[src/rtl/rrol_pkg.sv]
// Shared types, codes and the microcode table of the record ring offset lookup.
package rrol_pkg;

    // Step counter width and step addresses of the microprogram
    localparam int STEP_W = 3;
    localparam logic [STEP_W-1:0] STEP_WAIT = 3'd0;
    localparam logic [STEP_W-1:0] STEP_ADD  = 3'd2;  // dispatch base + kind 0
    localparam logic [STEP_W-1:0] STEP_INIT = 3'd3;  // dispatch base + kind 1
    localparam logic [STEP_W-1:0] STEP_SCAN = 3'd4;
    localparam logic [STEP_W-1:0] STEP_EMIT = 3'd5;

    // Datapath operations
    localparam logic [2:0] OP_WAIT = 3'd0;
    localparam logic [2:0] OP_ADD  = 3'd1;
    localparam logic [2:0] OP_INIT = 3'd2;
    localparam logic [2:0] OP_SCAN = 3'd3;
    localparam logic [2:0] OP_EMIT = 3'd4;

    // Jump conditions
    localparam logic [1:0] COND_ALWAYS    = 2'd0;
    localparam logic [1:0] COND_IN_VALID  = 2'd1;
    localparam logic [1:0] COND_SCAN_DONE = 2'd2;
    localparam logic [1:0] COND_OUT_FREE  = 2'd3;

    // Request kinds
    localparam logic KIND_ADD  = 1'b0;
    localparam logic KIND_FIND = 1'b1;

    typedef struct packed {
        logic [2:0]        op;
        logic [1:0]        cond;
        logic              disp;     // add the request kind to the taken target
        logic [STEP_W-1:0] tgt_true;
        logic [STEP_W-1:0] tgt_false;
    } ucode_word_t;

    // Status from the datapath to the sequencer
    typedef struct packed {
        logic in_valid;
        logic kind;
        logic scan_done;
        logic out_free;
    } seq_stat_t;

    // Control from the sequencer to the datapath
    typedef struct packed {
        logic [2:0] op;
    } seq_ctrl_t;

    function automatic ucode_word_t ucode_rom(input logic [STEP_W-1:0] step);
        ucode_word_t w;
        case (step)
            STEP_WAIT: w = '{OP_WAIT, COND_IN_VALID,  1'b1, STEP_ADD,  STEP_WAIT};
            STEP_ADD:  w = '{OP_ADD,  COND_ALWAYS,    1'b0, STEP_EMIT, STEP_EMIT};
            STEP_INIT: w = '{OP_INIT, COND_ALWAYS,    1'b0, STEP_SCAN, STEP_SCAN};
            STEP_SCAN: w = '{OP_SCAN, COND_SCAN_DONE, 1'b0, STEP_EMIT, STEP_SCAN};
            STEP_EMIT: w = '{OP_EMIT, COND_OUT_FREE,  1'b0, STEP_WAIT, STEP_EMIT};
            default:   w = '{OP_WAIT, COND_ALWAYS,    1'b0, STEP_WAIT, STEP_WAIT};
        endcase
        return w;
    endfunction

endpackage

[src/rtl/rrol_seq.sv]
// Microcode sequencer: step counter, control table fetch and conditional jumps.
module rrol_seq
    import rrol_pkg::*;
(
    input  logic      aclk,
    input  logic      aresetn,
    input  seq_stat_t stat,
    output seq_ctrl_t ctrl
);

    logic [STEP_W-1:0] step_reg;
    logic [STEP_W-1:0] step_next;
    ucode_word_t       word;
    logic              met;

    always_comb begin
        word = ucode_rom(step_reg);
        case (word.cond)
            COND_ALWAYS:    met = 1'b1;
            COND_IN_VALID:  met = stat.in_valid;
            COND_SCAN_DONE: met = stat.scan_done;
            COND_OUT_FREE:  met = stat.out_free;
            default:        met = 1'b1;
        endcase
        if (met) begin
            step_next = word.disp ? (word.tgt_true | {{(STEP_W-1){1'b0}}, stat.kind})
                                  : word.tgt_true;
        end else begin
            step_next = word.tgt_false;
        end
        ctrl.op = word.op;
    end

    always_ff @(posedge aclk) begin
        if (!aresetn) begin
            step_reg <= STEP_WAIT;
        end else begin
            step_reg <= step_next;
        end
    end

endmodule

[src/rtl/record_ring_offset_lookup_core.sv]
// Top level of the record ring offset lookup: ring storage, scan datapath, stream ports.
//
// Keeps a ring of DEPTH records (32-bit handle, 16-bit byte size). An add request
// (s_tuser = 0) stores a record at the write slot and overwrites the oldest one
// when the ring is full; a zero-size add changes nothing. A find request
// (s_tuser = 1) treats the stored records, oldest first, as one byte string and
// returns the record that holds the requested byte offset and the byte position
// inside it.
// Every request yields exactly one result; adds and misses return all zeros.
// A small microcoded sequencer steps the datapath. After acceptance an add runs
// the ADD and EMIT steps. A find runs INIT, then stays in SCAN while it passes
// over the records before the hit (at most the stored count), then runs EMIT:
// the scan reads one record size per cycle from the single read port of the
// record memory. A finished result sits in the output register while the next
// request is accepted and worked on; the sequencer only holds in its final step
// if that result has not been taken yet.
// The record memory needs no clearing: a find reads stored records only.
module record_ring_offset_lookup_core
    import rrol_pkg::*;
#(
    parameter int DEPTH = 16
) (
    input  logic        aclk,
    input  logic        aresetn,
    input  logic        s_tvalid,
    output logic        s_tready,
    // s_tdata, from bit 0: entry_handle[31:0], entry_size[47:32],
    // byte_offset[67:48], zero fill [71:68]
    input  logic [71:0] s_tdata,
    // s_tuser: kind (0 = add record, 1 = find byte offset)
    input  logic        s_tuser,
    output logic        m_tvalid,
    input  logic        m_tready,
    // m_tdata, from bit 0: result_handle[31:0], byte_in_entry[47:32]
    output logic [47:0] m_tdata,
    // m_tuser: found
    output logic        m_tuser
);

    localparam int IDX_W = (DEPTH > 1) ? $clog2(DEPTH) : 1;
    localparam int CNT_W = $clog2(DEPTH + 1);
    localparam logic [IDX_W-1:0] LAST_SLOT = IDX_W'(DEPTH - 1);
    localparam logic [CNT_W-1:0] FULL_CNT  = CNT_W'(DEPTH);

    seq_stat_t stat;
    seq_ctrl_t ctrl;

    rrol_seq u_seq (
        .aclk    (aclk),
        .aresetn (aresetn),
        .stat    (stat),
        .ctrl    (ctrl)
    );

    // Latched request
    logic        kind_reg;
    logic [31:0] handle_reg;
    logic [15:0] size_reg;
    logic [19:0] offset_reg;

    // Ring pointers
    logic [IDX_W-1:0] wr_idx_reg, wr_idx_next;
    logic [IDX_W-1:0] rd_idx_reg, rd_idx_next;
    logic             full_reg, full_next;

    // Scan state
    logic [IDX_W-1:0] scan_ptr_reg, scan_ptr_next;
    logic [CNT_W-1:0] scan_cnt_reg, scan_cnt_next;
    logic [19:0]      remain_reg, remain_next;

    // Result being built
    logic        found_reg, found_next;
    logic [31:0] res_handle_reg, res_handle_next;
    logic [15:0] res_byte_reg, res_byte_next;

    // Output register
    logic        m_valid_reg;
    logic        m_found_reg;
    logic [31:0] m_handle_reg;
    logic [15:0] m_byte_reg;

    // Record memory, read data registered
    logic [31:0] handle_mem [DEPTH];
    logic [15:0] size_mem   [DEPTH];
    logic [31:0] handle_q;
    logic [15:0] size_q;

    logic             in_fire;
    logic             out_free;
    logic             hit;
    logic [CNT_W-1:0] stored_cnt;
    logic [IDX_W-1:0] wr_idx_inc;
    logic [IDX_W-1:0] scan_ptr_inc;

    assign s_tready = (ctrl.op == OP_WAIT);
    assign in_fire  = s_tvalid && s_tready;
    assign out_free = !m_valid_reg || m_tready;
    assign hit      = (scan_cnt_reg != '0) && ({4'b0, size_q} > remain_reg);

    assign stat.in_valid  = s_tvalid;
    assign stat.kind      = s_tuser;
    assign stat.scan_done = (scan_cnt_reg == '0) || hit;
    assign stat.out_free  = out_free;

    assign wr_idx_inc   = (wr_idx_reg == LAST_SLOT) ? '0 : wr_idx_reg + 1'b1;
    assign scan_ptr_inc = (scan_ptr_reg == LAST_SLOT) ? '0 : scan_ptr_reg + 1'b1;

    // Stored record count from the ring pointers
    always_comb begin
        if (full_reg) begin
            stored_cnt = FULL_CNT;
        end else if (wr_idx_reg >= rd_idx_reg) begin
            stored_cnt = CNT_W'(wr_idx_reg - rd_idx_reg);
        end else begin
            stored_cnt = CNT_W'({1'b0, wr_idx_reg} + (IDX_W + 1)'(DEPTH)
                                - {1'b0, rd_idx_reg});
        end
    end

    always_comb begin
        wr_idx_next     = wr_idx_reg;
        rd_idx_next     = rd_idx_reg;
        full_next       = full_reg;
        scan_ptr_next   = scan_ptr_reg;
        scan_cnt_next   = scan_cnt_reg;
        remain_next     = remain_reg;
        found_next      = found_reg;
        res_handle_next = res_handle_reg;
        res_byte_next   = res_byte_reg;
        case (ctrl.op)
            OP_ADD: begin
                // Clear the result; store only non-empty records
                found_next      = 1'b0;
                res_handle_next = '0;
                res_byte_next   = '0;
                if (size_reg != '0) begin
                    wr_idx_next = wr_idx_inc;
                    if (full_reg) begin
                        rd_idx_next = wr_idx_inc;
                    end else if (wr_idx_inc == rd_idx_reg) begin
                        full_next = 1'b1;
                    end
                end
            end
            OP_INIT: begin
                // Start at the oldest record; memory fetches its size this edge
                found_next      = 1'b0;
                res_handle_next = '0;
                res_byte_next   = '0;
                scan_ptr_next   = rd_idx_reg;
                scan_cnt_next   = stored_cnt;
                remain_next     = offset_reg;
            end
            OP_SCAN: begin
                if (hit) begin
                    found_next      = 1'b1;
                    res_handle_next = handle_q;
                    res_byte_next   = remain_reg[15:0];
                end else if (scan_cnt_reg != '0) begin
                    // Skip this record and advance to the next slot
                    remain_next   = remain_reg - {4'b0, size_q};
                    scan_ptr_next = scan_ptr_inc;
                    scan_cnt_next = scan_cnt_reg - 1'b1;
                end
            end
            default: begin
            end
        endcase
    end

    always_ff @(posedge aclk) begin
        if (ctrl.op == OP_ADD && size_reg != '0) begin
            handle_mem[wr_idx_reg] <= handle_reg;
            size_mem[wr_idx_reg]   <= size_reg;
        end
        handle_q <= handle_mem[scan_ptr_next];
        size_q   <= size_mem[scan_ptr_next];
    end

    always_ff @(posedge aclk) begin
        if (!aresetn) begin
            wr_idx_reg  <= '0;
            rd_idx_reg  <= '0;
            full_reg    <= 1'b0;
            m_valid_reg <= 1'b0;
        end else begin
            wr_idx_reg <= wr_idx_next;
            rd_idx_reg <= rd_idx_next;
            full_reg   <= full_next;
            if (ctrl.op == OP_EMIT && out_free) begin
                m_valid_reg <= 1'b1;
            end else if (m_tready) begin
                m_valid_reg <= 1'b0;
            end
        end
    end

    // Payload registers
    always_ff @(posedge aclk) begin
        if (in_fire) begin
            kind_reg   <= s_tuser;
            handle_reg <= s_tdata[31:0];
            size_reg   <= s_tdata[47:32];
            offset_reg <= s_tdata[67:48];
        end
        scan_ptr_reg   <= scan_ptr_next;
        scan_cnt_reg   <= scan_cnt_next;
        remain_reg     <= remain_next;
        found_reg      <= found_next;
        res_handle_reg <= res_handle_next;
        res_byte_reg   <= res_byte_next;
        if (ctrl.op == OP_EMIT && out_free) begin
            // Hold the result for the consumer; add results are all zero
            m_found_reg  <= found_reg && (kind_reg == KIND_FIND);
            m_handle_reg <= (kind_reg == KIND_FIND) ? res_handle_reg : '0;
            m_byte_reg   <= (kind_reg == KIND_FIND) ? res_byte_reg : '0;
        end
    end

    assign m_tvalid = m_valid_reg;
    assign m_tuser  = m_found_reg;
    assign m_tdata  = {m_byte_reg, m_handle_reg};

endmodule
[config.mk]
export PLATFORM = sky130hd
export DESIGN_NAME = record_ring_offset_lookup_core
export DESIGN_NICKNAME = d
export VERILOG_FILES = /design/src/rtl/rrol_pkg.sv /design/src/rtl/rrol_seq.sv /design/src/rtl/record_ring_offset_lookup_core.sv
export SDC_FILE = /design/constraint.sdc
export NUM_CORES = 1
export LEC_CHECK = 0
export BUFFER_PORTS_ARGS = -buffer_cell sky130_fd_sc_hd__buf_2
export CAP_MARGIN = 20
export CORE_ASPECT_RATIO = 1.5
export CORE_MARGIN = 8
export CORE_UTILIZATION = 35
export CTS_CLUSTER_SIZE = 28
export DETAILED_ROUTE_END_ITERATION = 6
export PLACE_DENSITY = 0.62
export SETUP_SLACK_MARGIN = 0.3
export SYNTH_ARGS = -nofsm -noshare
export SYNTH_HDL_FRONTEND = slang
export SYNTH_HIERARCHICAL = 1
export SYNTH_SLANG_ARGS = --single-unit
[constraint.sdc]
create_clock -name aclk -period 15 [get_ports aclk]
set_input_delay 4.5 -clock aclk [delete_from_list [all_inputs] [get_ports aclk]]
set_output_delay 4.5 -clock aclk [all_outputs]
set_load 0.03 [all_outputs]
==> impl_metrics.yaml <==
synthesis:
  synthAdderAreaFrac_pct: 0.917
  synth_top_family_by_area: "simple AND/OR/NAND/NOR gates"
  yosysSeqAreaShare_pct: 75.7
  synthXorXnorAreaFrac_pct: 0.572
  synth.top_cells.by_area: "edfxtp_1 (72%), nand2_1 (5.0%), dfxtp_1 (3.3%), mux2i_1 (2.5%), and3_1 (2.3%)"
  netlist_area_um2: 39800
  synth_warnings: 6
  synthSimpleGateAreaFrac_pct: 9.48
  netlist_instances: 2628
  synthFlopType: "edfxtp_1"
  synth_area_per_cell_um2: 15.2
  netlist.area_leader.share_pct: 72.4
  synth_cell_types: 65
  synth_compound_area_share_pct: 7.10
  syn-num-nets: 2733
  ys_ff_latch: 1025
  synthArstFlopShare_pct: 0
  yosysTopAreaCell: "edfxtp_1"
  synth_mux_area_share_pct: 3.90
  synth_edf_count: 960
sta:
  min_period_over_period_pct: 44.3
  finalMaxSlewViolations: 0
  fin_worst_skew_ns: 0.0258
  setup_viol: 0
  timing.fmax_mhz: 150
  fin_tns_setup_ns: 0
  hold_ws_ns: 0.519
  fin_crit_ns: 6.65
  hold_viol_final: 0
  slew_headroom_pct: 27.4
  tightest_slew_ns: 1.09
  grt_setup_unrepaired: "no"
cells_and_area:
  nNetsFinal: 2838
  final_cell_mix: "edfxtp_1 (960), nand2_1 (530), and3_1 (144)"
  seqCellArea_um2: 30100
  fin_util_pct: 40.0
  final_common_cell: "edfxtp_1"
  finish.instance_area_um2: 45200
  largest_reg_flops: 512
  multi_input_area_um2: 8920
  layout-drive-gt1-share_pct: 14.5
  synthToLayoutAreaGrowth_pct: 13.6
  regMostFlops: "handle_mem"
  num-fill-cells: 10200
  reg_top3: "handle_mem x512, size_mem x256"
clock_tree:
  clkTransAtPathRegs_ns: 0.06
  cts.root.buffer_cell: "clkbuf_16"
  clock_path_buffers: 3
  htreeDepth: 3
  cts-hold-fix-buffers: 0
  cts_resized: 0
  cts_tree: "yes"
  numCtsBuffers: 95
  clkLatencyLatePin_ns: 0.69
  clkSinkCount: 1025
  post_cts_buffers: 0
critical_path:
  critPathKind: "flop to primary output"
  cp-start-kind: "flop"
  crit_chain: "nand2b_1, nor2_1, nor3_1, buf_2"
  regToRegEndpoint: "handle_q[28]"
  crit_slowest_cell: "nor2_1"
  ff2ff_path_depth: 15
  end_kind: "primary output"
  critical_path_buf_inv_count: 1
  crit_arrival_ns: 2.15
  r2r_slack_ns: 9.07
  critPathLaunch: "u_seq/step_reg[2]"
  regToRegStartpoint: "u_seq/step_reg[0]"
  worstPathMaxFanout: 8
  cp.required_ns: 10.50
  crit_cells: 4
  slowest_delay_ns: 0.51
  crit_family: "simple AND/OR/NAND/NOR gates"
die:
  rows: 151
  die_area_um2: 125000
  core_area_um2: 113000
  initial_utilization_pct: 35.2
  dieWidth_um: 291
  ios: 128
  die_h_um: 429
power:
  leakage_nw: 15.2
  p_per_area_nw_per_um2: 161
  peakVddDrop_v: 0.000106
grt:
  grt_max_degree: 181
  grt_pass1_vias: 21800
  grt_pass1_wl_mm: 135
  track_usage_pct: 14.1
  grt_overflow_total: 0
  antenna_found_initial: 12
routing:
  routed_via_density: 5.19
  via_count: 22200
  wl_mm: 91.6
  detail-route-antenna-nets: 0
  route.detailed.drc: 0
  drt_first_pass_iters: 5
  wl_per_cell_um: 21.4
  drt_iter0_markers: 1579
placement:
  hpwl_mm: 46.3
  postPlaceCellArea_um2: 41900
  port_buffers: 123
  gp_congestion: 0.764
hold_path:
  min_from: "res_handle_reg[20]"
  hp-class: "flop to flop"
  min_delay_worst_endpoint: "m_handle_reg[20]"
  whs_path_depth: 1
job:
  cap_violations: 0
outcome:
  status: "finished, final reports clean"
cell type report:
class                      instances  share of cell area [%]
tap                             1453                    4.02
multi-input combinational       1412                    19.7
antenna                            5                  0.0277
clock inverter                    52                    1.36
timing repair buffer             166                    2.17
clock buffer                     127                    5.79
sequential                      1025                    66.6
inverter                          33                   0.301
power by group:
part	leakage (nW)	switching [mW]	total, mW	internal, mW
sequential	9.27	0.0996	3.42	3.32
clock	1.56	1.06	2.46	1.40
combinational	4.38	0.876	1.39	0.518
cells by family (layout without fill, tap and decap cells):
family,after synthesis,after routing
DFF,1025,1025
and+or+nand+nor,831,831
AOI/OAI and AO/OA,378,378
buffers and inverters,191,378
muxes,149,149
adders and majority gates,28,28
xor gates and xnor gates,26,26
other,0,5
synthesized netlist by cell type, drive strengths merged, types with 26 or more instances:
cell type	n
a21oi	112
a221o	47
a32oi	94
and2	53
and3	146
buf	72
clkbuf	86
dfxtp	65
edfxtp	960
ha	26
inv	32
mux2	50
mux2i	99
nand2	531
nor2	36
o21ai	27
o32ai	48
metal layers:
layer  share of wire, %  wire [µm]  vias to the layer above  track usage, %
li1                   -          -                    10200               -
met2                 48      44000                      706            23.4
met5              0.055         50                        -               0
met1                 43      39100                    11100            18.2
met3                6.3       5810                      180            2.84
met4                3.0       2720                        8            5.34
through the flow:
stage	total power [mW]	setup slack, ns	instances
2_1_floorplan	4.46	8.45	2628
3_3_place_gp	4.85	8.65	4087
3_5_place_dp	4.87	8.62	4087
4_1_cts	7.33	8.30	4266
5_1_grt	7.57	8.18	4269
6_report	7.27	8.35	4273
how the worst max path moves through the flow:
stage and endpoint:
2_1_floorplan handle_reg[0], 3_3_place_gp handle_reg[21], 3_5_place_dp handle_reg[21], 4_1_cts s_tready, 5_1_grt s_tready, 6_report s_tready
No activity file was read; power rests on OpenSTA's default activity.
